### src/six_vertex_clique_or_independent_search_core_assert.svh
// Assertion macros for the six-vertex clique / independent-set search core.
// Included by the top level; depends on nothing else.
`ifndef SIX_VERTEX_CLIQUE_OR_INDEPENDENT_SEARCH_CORE_ASSERT_SVH
`define SIX_VERTEX_CLIQUE_OR_INDEPENDENT_SEARCH_CORE_ASSERT_SVH
`ifndef SYNTHESIS
// Same-cycle implication, disabled while reset is asserted.
`define SVCIS_ASSERT_IMP(label, clk, rst_n, ante, cons) \
    label: assert property (@(posedge clk) disable iff (!rst_n) (ante) |-> (cons)) \
        else $error("svcis same-cycle check failed");
// Next-cycle implication, disabled while reset is asserted.
`define SVCIS_ASSERT_NEXT(label, clk, rst_n, ante, cons) \
    label: assert property (@(posedge clk) disable iff (!rst_n) (ante) |=> (cons)) \
        else $error("svcis next-cycle check failed");
`else
`define SVCIS_ASSERT_IMP(label, clk, rst_n, ante, cons)
`define SVCIS_ASSERT_NEXT(label, clk, rst_n, ante, cons)
`endif
`endif

### src/svcis_pkg.sv
// Package for the six-vertex clique / independent-set search core.
// Holds item structs, opcodes, status codes and sequencer states; no dependencies.
`default_nettype none

package svcis_pkg;

    // Width of a reported vertex index and size of the searched set.
    localparam int VERTEX_W   = 5;
    localparam int SET_SIZE   = 6;
    localparam int DEPTH_W    = 3;
    localparam logic [DEPTH_W-1:0] FIRST_DEPTH = '0;
    localparam logic [DEPTH_W-1:0] LAST_DEPTH  = DEPTH_W'(SET_SIZE - 1);

    typedef enum logic [1:0] {
        OP_CLEAR  = 2'd0,
        OP_ADD    = 2'd1,
        OP_SEARCH = 2'd2
    } op_t;

    typedef enum logic [1:0] {
        ST_OK      = 2'd0,
        ST_INVALID = 2'd1,
        ST_DUP     = 2'd2
    } edge_status_t;

    typedef enum logic [2:0] {
        S_IDLE,
        S_EDGE_CHECK,
        S_EDGE_WRB,
        S_PICK,
        S_LOAD,
        S_FINISH
    } state_t;

    typedef struct packed {
        logic [1:0]          opcode;
        logic [VERTEX_W-1:0] vertex_a;
        logic [VERTEX_W-1:0] vertex_b;
        logic                want_edges;
    } item_t;

    typedef struct packed {
        logic [1:0]          edge_status;
        logic                found;
        logic [VERTEX_W-1:0] witness_0;
        logic [VERTEX_W-1:0] witness_1;
        logic [VERTEX_W-1:0] witness_2;
        logic [VERTEX_W-1:0] witness_3;
        logic [VERTEX_W-1:0] witness_4;
        logic [VERTEX_W-1:0] witness_5;
    } result_t;

    // Control from the sequencer to the adjacency store.
    typedef struct packed {
        logic clear;
        logic wr_en;
    } mem_ctl_t;

endpackage

`default_nettype wire

### src/svcis_adj_mem.sv
// Adjacency row store: one row of neighbor bits per vertex, one write and one
// registered read per cycle, with per-row valid bits for clearing without a sweep. Uses svcis_pkg.
`default_nettype none

module svcis_adj_mem #(
    parameter int NUM_VERTICES = 32
) (
    input  wire logic                            clk,
    input  wire logic                            rst_n,
    input  wire svcis_pkg::mem_ctl_t             ctl,
    input  wire logic [$clog2(NUM_VERTICES)-1:0] wr_addr,
    input  wire logic [NUM_VERTICES-1:0]         wr_data,
    input  wire logic [$clog2(NUM_VERTICES)-1:0] rd_addr,
    output logic      [NUM_VERTICES-1:0]         rd_data
);

    logic [NUM_VERTICES-1:0] mem [NUM_VERTICES];
    logic [NUM_VERTICES-1:0] valid_reg;
    logic [NUM_VERTICES-1:0] rd_data_reg;

    // A row reads as empty until it has been written since the last clear.
    always_ff @(posedge clk or negedge rst_n)
    begin
        if (!rst_n)
        begin
            valid_reg <= '0;
        end
        else if (ctl.clear)
        begin
            valid_reg <= '0;
        end
        else if (ctl.wr_en)
        begin
            valid_reg[wr_addr] <= 1'b1;
        end
    end

    // Row storage and registered read port.
    always_ff @(posedge clk)
    begin
        if (ctl.wr_en)
        begin
            mem[wr_addr] <= wr_data;
        end
        rd_data_reg <= valid_reg[rd_addr] ? mem[rd_addr] : '0;
    end

    assign rd_data = rd_data_reg;

endmodule

`default_nettype wire

### src/six_vertex_clique_or_independent_search_core.sv
// Top level of the six-vertex clique / independent-set search core.
// Uses svcis_pkg, svcis_adj_mem and the assertion macro header.
`default_nettype none
`include "six_vertex_clique_or_independent_search_core_assert.svh"

// Holds an undirected graph of NUM_VERTICES vertices and answers one item at a
// time, with exactly one result transfer per item. A clear or an unused opcode
// goes from acceptance straight to S_FINISH, where the result register is
// loaded; an edge add goes there at once when rejected for order or range, and
// otherwise through S_EDGE_CHECK, then S_EDGE_WRB when the edge is new. A search
// is a depth-first walk in ascending vertex order: each of the first five chosen
// vertices takes S_PICK, then one adjacency row read through the store's single
// registered read port in S_LOAD, the sixth takes S_PICK alone, and each
// exhausted level backs out in S_PICK, before S_FINISH loads the result. The
// search time depends on the graph. The item channel stalls until the result
// register is loaded; the result register frees it to take the next item while
// an earlier result still waits. Clearing is done by per-row valid bits and
// needs no sweep after reset.
module six_vertex_clique_or_independent_search_core #(
    parameter int NUM_VERTICES = 32
) (
    input  wire logic              clk,
    input  wire logic              rst_n,
    input  wire logic              item_valid,
    output logic                   item_stall,
    input  wire svcis_pkg::item_t  item,
    output logic                   result_valid,
    input  wire logic              result_stall,
    output svcis_pkg::result_t     result
);

    localparam int IDXW = $clog2(NUM_VERTICES);
    localparam logic [NUM_VERTICES-1:0] ROW_ONE  = NUM_VERTICES'(1);
    localparam logic [NUM_VERTICES-1:0] ALL_ROWS = '1;

    typedef logic [IDXW-1:0]         vidx_t;
    typedef logic [NUM_VERTICES-1:0] row_t;

    svcis_pkg::state_t  state_reg, state_next;
    svcis_pkg::item_t   item_reg, item_next;
    logic [svcis_pkg::DEPTH_W-1:0] depth_reg, depth_next;
    row_t               cand_reg [svcis_pkg::SET_SIZE];
    row_t               cand_next [svcis_pkg::SET_SIZE];
    vidx_t              wit_reg [svcis_pkg::SET_SIZE];
    vidx_t              wit_next [svcis_pkg::SET_SIZE];
    logic               found_reg, found_next;
    logic [1:0]         status_reg, status_next;
    svcis_pkg::result_t result_reg, result_next;
    logic               result_valid_reg, result_valid_next;

    svcis_pkg::mem_ctl_t mem_ctl;
    vidx_t              wr_addr;
    row_t               wr_data;
    vidx_t              rd_addr;
    row_t               row_q;

    row_t               cur_cand;
    row_t               low_onehot;
    vidx_t              low_idx;
    row_t               compat;
    vidx_t              a_idx;
    vidx_t              b_idx;
    logic               bad_edge;

    logic               item_xfer;
    logic               finish_found;
    logic               wit_ascending;
    logic               found_with_status;

    svcis_adj_mem #(
        .NUM_VERTICES(NUM_VERTICES)
    ) u_adj_mem (
        .clk     (clk),
        .rst_n   (rst_n),
        .ctl     (mem_ctl),
        .wr_addr (wr_addr),
        .wr_data (wr_data),
        .rd_addr (rd_addr),
        .rd_data (row_q)
    );

    // Lowest remaining candidate at the current depth.
    always_comb
    begin
        cur_cand   = cand_reg[depth_reg];
        low_onehot = cur_cand & (~cur_cand + ROW_ONE);
        low_idx    = '0;
        for (int i = 0; i < NUM_VERTICES; i++)
        begin
            if (low_onehot[i])
            begin
                low_idx = low_idx | IDXW'(i);
            end
        end
    end

    // Vertices that may join a set holding the vertex whose row was just read.
    assign compat = item_reg.want_edges ? row_q : (~row_q & ALL_ROWS);

    // Edge endpoints as store indices; the range check uses the full field.
    assign a_idx    = IDXW'(item_reg.vertex_a);
    assign b_idx    = IDXW'(item_reg.vertex_b);
    assign bad_edge = (item.vertex_a >= item.vertex_b) ||
                      (32'(item.vertex_b) >= 32'(NUM_VERTICES));

    assign item_stall = (state_reg != svcis_pkg::S_IDLE);

    // Sequencer: next state, search stack updates and store control.
    always_comb
    begin
        state_next        = state_reg;
        item_next         = item_reg;
        depth_next        = depth_reg;
        cand_next         = cand_reg;
        wit_next          = wit_reg;
        found_next        = found_reg;
        status_next       = status_reg;
        result_next       = result_reg;
        result_valid_next = result_valid_reg;
        mem_ctl           = '0;
        wr_addr           = a_idx;
        wr_data           = row_q;
        rd_addr           = low_idx;

        if (result_valid_reg && !result_stall)
        begin
            result_valid_next = 1'b0;
        end

        unique case (state_reg)
            svcis_pkg::S_IDLE:
            begin
                if (item_valid)
                begin
                    item_next   = item;
                    found_next  = 1'b0;
                    status_next = svcis_pkg::ST_OK;
                    depth_next  = svcis_pkg::FIRST_DEPTH;
                    state_next  = svcis_pkg::S_FINISH;
                    case (item.opcode)
                        svcis_pkg::OP_CLEAR:
                        begin
                            mem_ctl.clear = 1'b1;
                        end
                        svcis_pkg::OP_ADD:
                        begin
                            if (bad_edge)
                            begin
                                status_next = svcis_pkg::ST_INVALID;
                            end
                            else
                            begin
                                rd_addr    = IDXW'(item.vertex_a);
                                state_next = svcis_pkg::S_EDGE_CHECK;
                            end
                        end
                        svcis_pkg::OP_SEARCH:
                        begin
                            cand_next[0] = ALL_ROWS;
                            state_next   = svcis_pkg::S_PICK;
                        end
                        default:
                        begin
                            state_next = svcis_pkg::S_FINISH;
                        end
                    endcase
                end
            end

            svcis_pkg::S_EDGE_CHECK:
            begin
                if (row_q[b_idx])
                begin
                    status_next = svcis_pkg::ST_DUP;
                    state_next  = svcis_pkg::S_FINISH;
                end
                else
                begin
                    mem_ctl.wr_en = 1'b1;
                    wr_addr       = a_idx;
                    wr_data       = row_q | (ROW_ONE << b_idx);
                    rd_addr       = b_idx;
                    state_next    = svcis_pkg::S_EDGE_WRB;
                end
            end

            svcis_pkg::S_EDGE_WRB:
            begin
                mem_ctl.wr_en = 1'b1;
                wr_addr       = b_idx;
                wr_data       = row_q | (ROW_ONE << a_idx);
                state_next    = svcis_pkg::S_FINISH;
            end

            svcis_pkg::S_PICK:
            begin
                if (cur_cand == '0)
                begin
                    // Level exhausted: back out, or give up at the root.
                    if (depth_reg == svcis_pkg::FIRST_DEPTH)
                    begin
                        found_next = 1'b0;
                        state_next = svcis_pkg::S_FINISH;
                    end
                    else
                    begin
                        depth_next = depth_reg - 3'd1;
                    end
                end
                else
                begin
                    wit_next[depth_reg]  = low_idx;
                    cand_next[depth_reg] = cur_cand & ~low_onehot;
                    if (depth_reg == svcis_pkg::LAST_DEPTH)
                    begin
                        found_next = 1'b1;
                        state_next = svcis_pkg::S_FINISH;
                    end
                    else
                    begin
                        rd_addr    = low_idx;
                        state_next = svcis_pkg::S_LOAD;
                    end
                end
            end

            svcis_pkg::S_LOAD:
            begin
                // Remaining higher candidates filtered by the chosen vertex's row.
                cand_next[depth_reg + 3'd1] = cur_cand & compat;
                depth_next                  = depth_reg + 3'd1;
                state_next                  = svcis_pkg::S_PICK;
            end

            svcis_pkg::S_FINISH:
            begin
                if (!result_valid_reg || !result_stall)
                begin
                    result_next.edge_status = status_reg;
                    result_next.found       = found_reg;
                    result_next.witness_0   = found_reg ? svcis_pkg::VERTEX_W'(wit_reg[0]) : '0;
                    result_next.witness_1   = found_reg ? svcis_pkg::VERTEX_W'(wit_reg[1]) : '0;
                    result_next.witness_2   = found_reg ? svcis_pkg::VERTEX_W'(wit_reg[2]) : '0;
                    result_next.witness_3   = found_reg ? svcis_pkg::VERTEX_W'(wit_reg[3]) : '0;
                    result_next.witness_4   = found_reg ? svcis_pkg::VERTEX_W'(wit_reg[4]) : '0;
                    result_next.witness_5   = found_reg ? svcis_pkg::VERTEX_W'(wit_reg[5]) : '0;
                    result_valid_next       = 1'b1;
                    state_next              = svcis_pkg::S_IDLE;
                end
            end

            default:
            begin
                state_next = svcis_pkg::S_IDLE;
            end
        endcase
    end

    // Control state.
    always_ff @(posedge clk or negedge rst_n)
    begin
        if (!rst_n)
        begin
            state_reg        <= svcis_pkg::S_IDLE;
            depth_reg        <= svcis_pkg::FIRST_DEPTH;
            result_valid_reg <= 1'b0;
        end
        else
        begin
            state_reg        <= state_next;
            depth_reg        <= depth_next;
            result_valid_reg <= result_valid_next;
        end
    end

    // Payload and search stack.
    always_ff @(posedge clk)
    begin
        item_reg   <= item_next;
        cand_reg   <= cand_next;
        wit_reg    <= wit_next;
        found_reg  <= found_next;
        status_reg <= status_next;
        result_reg <= result_next;
    end

    assign result_valid = result_valid_reg;
    assign result       = result_reg;

    // Terms used by the checks below.
    assign item_xfer         = item_valid && !item_stall;
    assign finish_found      = (state_reg == svcis_pkg::S_FINISH) && found_reg;
    assign wit_ascending     = (wit_reg[0] < wit_reg[1]) && (wit_reg[1] < wit_reg[2]) &&
                               (wit_reg[2] < wit_reg[3]) && (wit_reg[3] < wit_reg[4]) &&
                               (wit_reg[4] < wit_reg[5]);
    assign found_with_status = result.found && (result.edge_status != svcis_pkg::ST_OK);

    // Checks on the sequencer and the search stack.
    `SVCIS_ASSERT_IMP(a_depth_range, clk, rst_n, 1'b1, depth_reg <= svcis_pkg::LAST_DEPTH)
    `SVCIS_ASSERT_NEXT(a_accept_leaves_idle, clk, rst_n, item_xfer, state_reg != svcis_pkg::S_IDLE)
    `SVCIS_ASSERT_IMP(a_witness_ascending, clk, rst_n, finish_found, wit_ascending)
    `SVCIS_ASSERT_IMP(a_status_or_found, clk, rst_n, result_valid, !found_with_status)

endmodule

`default_nettype wire

### config.mk
export PLATFORM = sky130hd
export DESIGN_NAME = six_vertex_clique_or_independent_search_core
export DESIGN_NICKNAME = d
export VERILOG_FILES = /design/src/svcis_pkg.sv /design/src/svcis_adj_mem.sv /design/src/six_vertex_clique_or_independent_search_core.sv
export VERILOG_INCLUDE_DIRS = /design/src /design/src/src
export SDC_FILE = /design/constraint.sdc
export NUM_CORES = 2
export LEC_CHECK = 0
export BUFFER_PORTS_ARGS = -buffer_cell sky130_fd_sc_hd__buf_2
export CAP_MARGIN = 0
export CORE_ASPECT_RATIO = 1.4
export CORE_MARGIN = 2
export CORE_UTILIZATION = 62
export CTS_BUF_LIST = sky130_fd_sc_hd__clkbuf_16
export CTS_CLUSTER_DIAMETER = 150
export DETAILED_ROUTE_END_ITERATION = 6
export PLACE_DENSITY = 0.78
export SLEW_MARGIN = 10
export SYNTH_ARGS = -nofsm -noshare
export SYNTH_HDL_FRONTEND = slang
export SYNTH_SLANG_ARGS = --single-unit
### constraint.sdc
create_clock -name clk -period 13.2 [get_ports clk]
set_input_delay 1.32 -clock clk [delete_from_list [all_inputs] [get_ports clk]]
set_output_delay 1.32 -clock clk [all_outputs]
set_load 0.05 [all_outputs]
==> flow_summary.toml <==
[worst_setup_path]
worstPathCellList = "buf_4, mux2_2, a222oi_1, o31a_1, o21ai_0, a2bb2oi_1, o31ai_1, nand4bb_2, o21ai_4, buf_4, buf_12, buf_4, nand2_1, and3_1, a31oi_1, o2111ai_1, nor4_2"
critPathKind = "register to register"
cp_slowest_cell = "buf_4"
crit_arrival_ns = 8.58
cp_common_cell = "buf_4"
startpoint_type = "register"
reg2reg_depth = 17
cp-end-kind = "register"
cpPeakStageDelay_ns = 0.83
crit_fanout = 211
cp.required_ns = 13.82

[finish]
layout_common_cells = "edfxtp_1 (1293), nand2_1 (1097), o22ai_1 (220)"
final_util = 0.682
fin_cells = 5769
fin_nets = 4493
final_common_cell = "edfxtp_1"
syn_to_final_growth_pct = 9.01
multiInputGateArea_um2 = 16400
fin_area_um2 = 63100
layout-drive-gt1-share = 0.103
nFillCells = 6214
seq_area_um2 = 40500
largest_register_ff_count = 1024

[global_route]
grt_usage = 0.351
grt_overflow = 0
grt_pass1_vias = 39100
grt_pass1_wl_mm = 245
grt_max_degree = 212
antenna_found_initial = 1

[logic_synthesis]
yosys_warnings = 0
synth.avg_cell_area_um2 = 12.8
synthArstFlopShare = 0.0286
synthCells = 4524
synth_cell_type_count = 90
ys.flop_type = "edfxtp_1"
synth-seq-cells = 1364
syn-num-nets = 4550
synth-edff-count = 1293
ys_seq_area_frac = 0.699
netlist_area_um2 = 57900

[routing]
drt-initial-drc-count = 6631
drtAntennaViolNets = 0
vias = 40100
routed_wl_mm = 169
remaining_drc_errors = 3
drt-pass1-iter-count = 7
wl_per_cell_um = 29.3
viasPerCell = 6.95

[hold_path]
worstHoldPathCells = 0
hold_class = "register to register"

[floorplan]
start_util = 0.626
rows = 132
core_area_um2 = 92500
dieArea_um2 = 95800
dieWidth_um = 262
die_h_um = 365
pin_count = 52

[cts]
clk_latency_ns = 0.75
postCtsHoldBufs = 0
cts_root_buf = "clkbuf_16"
htreeDepth = 3
postCtsResizedCells = 0
numCtsBuffers = 115
cts_setup_buffers = 0
path_clk_slew_ns = 0.07
clk_path_buf_depth = 3
cts_tree = "built"
clock_sink_count = 1364

[place]
dp_hpwl_mm = 93.8
placed_cell_area_um2 = 59400
portBuffers = 51
place_congestion = 1.02
pre_cts_ws_ns = 5.53
placedCellCount = 5556

[timing]
slew_headroom = 0.0507
rsz0062_at_grt = "false"
period_minus_slack_ns = 7.96
min_period_over_period = 0.603
holdWs_ns = 0.422
finalSetupViolCount = 0
finalHoldViolations = 0
worst_slack_ns = 5.24
skew_ns = 0.0243
slew_violations = 0
setup-tns-final_ns = 0
worst_pin_slew_ns = 1.42
fmax_ghz = 0.126

[pwr]
p_leak_nw = 21.5
power_mw = 16.3
p_per_area_nw_per_um2 = 259
vdd_drop_max_mv = 0.391

[run]
cap_violations = 0

[outcome]
violations = "design-rule violations"
outcome = "finished with violations"
-- path summary, 6_finish.rpt --
check	from	end	slack [ns]
min reg2reg	status_reg[0]	result[31]	0.42
min in group asynchronous	rst_n	u_adj_mem.valid_reg[27]	0.74
max	depth_reg[0]	u_adj_mem.rd_data[29]	5.24
max in group asynchronous	rst_n	depth_reg[0]	11.73
min	status_reg[0]	result[31]	0.42
max reg2reg	depth_reg[0]	u_adj_mem.rd_data[29]	5.24
-- cell usage after synthesis (6+ instances only) --
cell type | instances | share of area
edfxtp_1 | 1293 | 0.67
nand2_1 | 1106 | 0.072
o22ai_1 | 221 | 0.024
nand3_1 | 220 | 0.019
clkbuf_1 | 197 | 0.013
a31oi_1 | 170 | 0.018
and3_1 | 165 | 0.018
a21o_1 | 104 | 0.013
nor2_1 | 87 | 0.0056
buf_2 | 84 | 0.0073
a21oi_1 | 74 | 0.0064
mux2i_1 | 53 | 0.0092
and2_1 | 44 | 0.0048
o21ai_0 | 42 | 0.0036
a221o_1 | 39 | 0.0067
dfrtp_1 | 39 | 0.017
o21a_1 | 36 | 0.0047
nor4_2 | 35 | 0.0076
o2111ai_1 | 35 | 0.0053
mux2_2 | 33 | 0.0064
dfxtp_1 | 32 | 0.011
nor3_1 | 32 | 0.0028
xnor2_1 | 32 | 0.0048
inv_1 | 31 | 0.0020
o221ai_1 | 30 | 0.0045
a211oi_1 | 21 | 0.0027
nand2b_1 | 21 | 0.0023
o211ai_1 | 19 | 0.0025
nor2b_1 | 17 | 0.0018
buf_1 | 16 | 0.0010
nor4_1 | 14 | 0.0015
nand4_1 | 13 | 0.0014
buf_4 | 11 | 0.0014
mux4_2 | 10 | 0.0039
ha_1 | 9 | 0.0019
buf_6 | 8 | 0.0016
o31ai_1 | 8 | 0.0010
or2_2 | 8 | 0.00086
a222oi_1 | 7 | 0.0012
a221oi_1 | 6 | 0.00091
nor3b_1 | 6 | 0.00078
or3_1 | 6 | 0.00065
-- final cells by class --
| cell class | count | area share |
|---|---|---|
| Antenna cell | 1 | 0.0000397 |
| Clock buffer | 116 | 0.0460 |
| Clock inverter | 96 | 0.0119 |
| Inverter | 31 | 0.00184 |
| Multi-Input combinational cell | 2813 | 0.259 |
| Sequential cell | 1364 | 0.641 |
| Tap cell | 1206 | 0.0239 |
| Timing Repair Buffer | 142 | 0.0157 |
-- worst max-delay path, delay by kind of cell, from the launching register on --
| kind | cells | cell delay (ns) |
|---|---|---|
| buffers and inverters | 4 | 2.61 |
| AOI/OAI and AO/OA | 8 | 2.21 |
| and+or+nand+nor | 4 | 1.12 |
| DFF | 1 | 0.76 |
| muxes | 1 | 0.41 |
-- where the power goes --
group	switching [mW]	leakage (nW)	internal [mW]	total, mW
Combinational	5.13	7.05	2.14	7.27
Sequential	0.235	12.6	5.49	5.72
Clock	1.53	1.88	1.81	3.34
Total	6.90	21.5	9.44	16.3
-- kinds of logic after synthesis --
group / synth area share
DFF: 0.699
buffers and inverters: 0.0261
muxes: 0.0199
adders and majority gates: 0.00195
AOI/OAI and AO/OA: 0.104
and+or+nand+nor: 0.144
xor gates and xnor gates: 0.00499
-- routing by layer --
metal  global-route usage  routed length, um
met1                0.431              56400
met2                0.559              79900
met3               0.0691              19200
met4                0.252              13900
met5                    0                  0
Note: power is estimated with default switching activity, not from simulation.
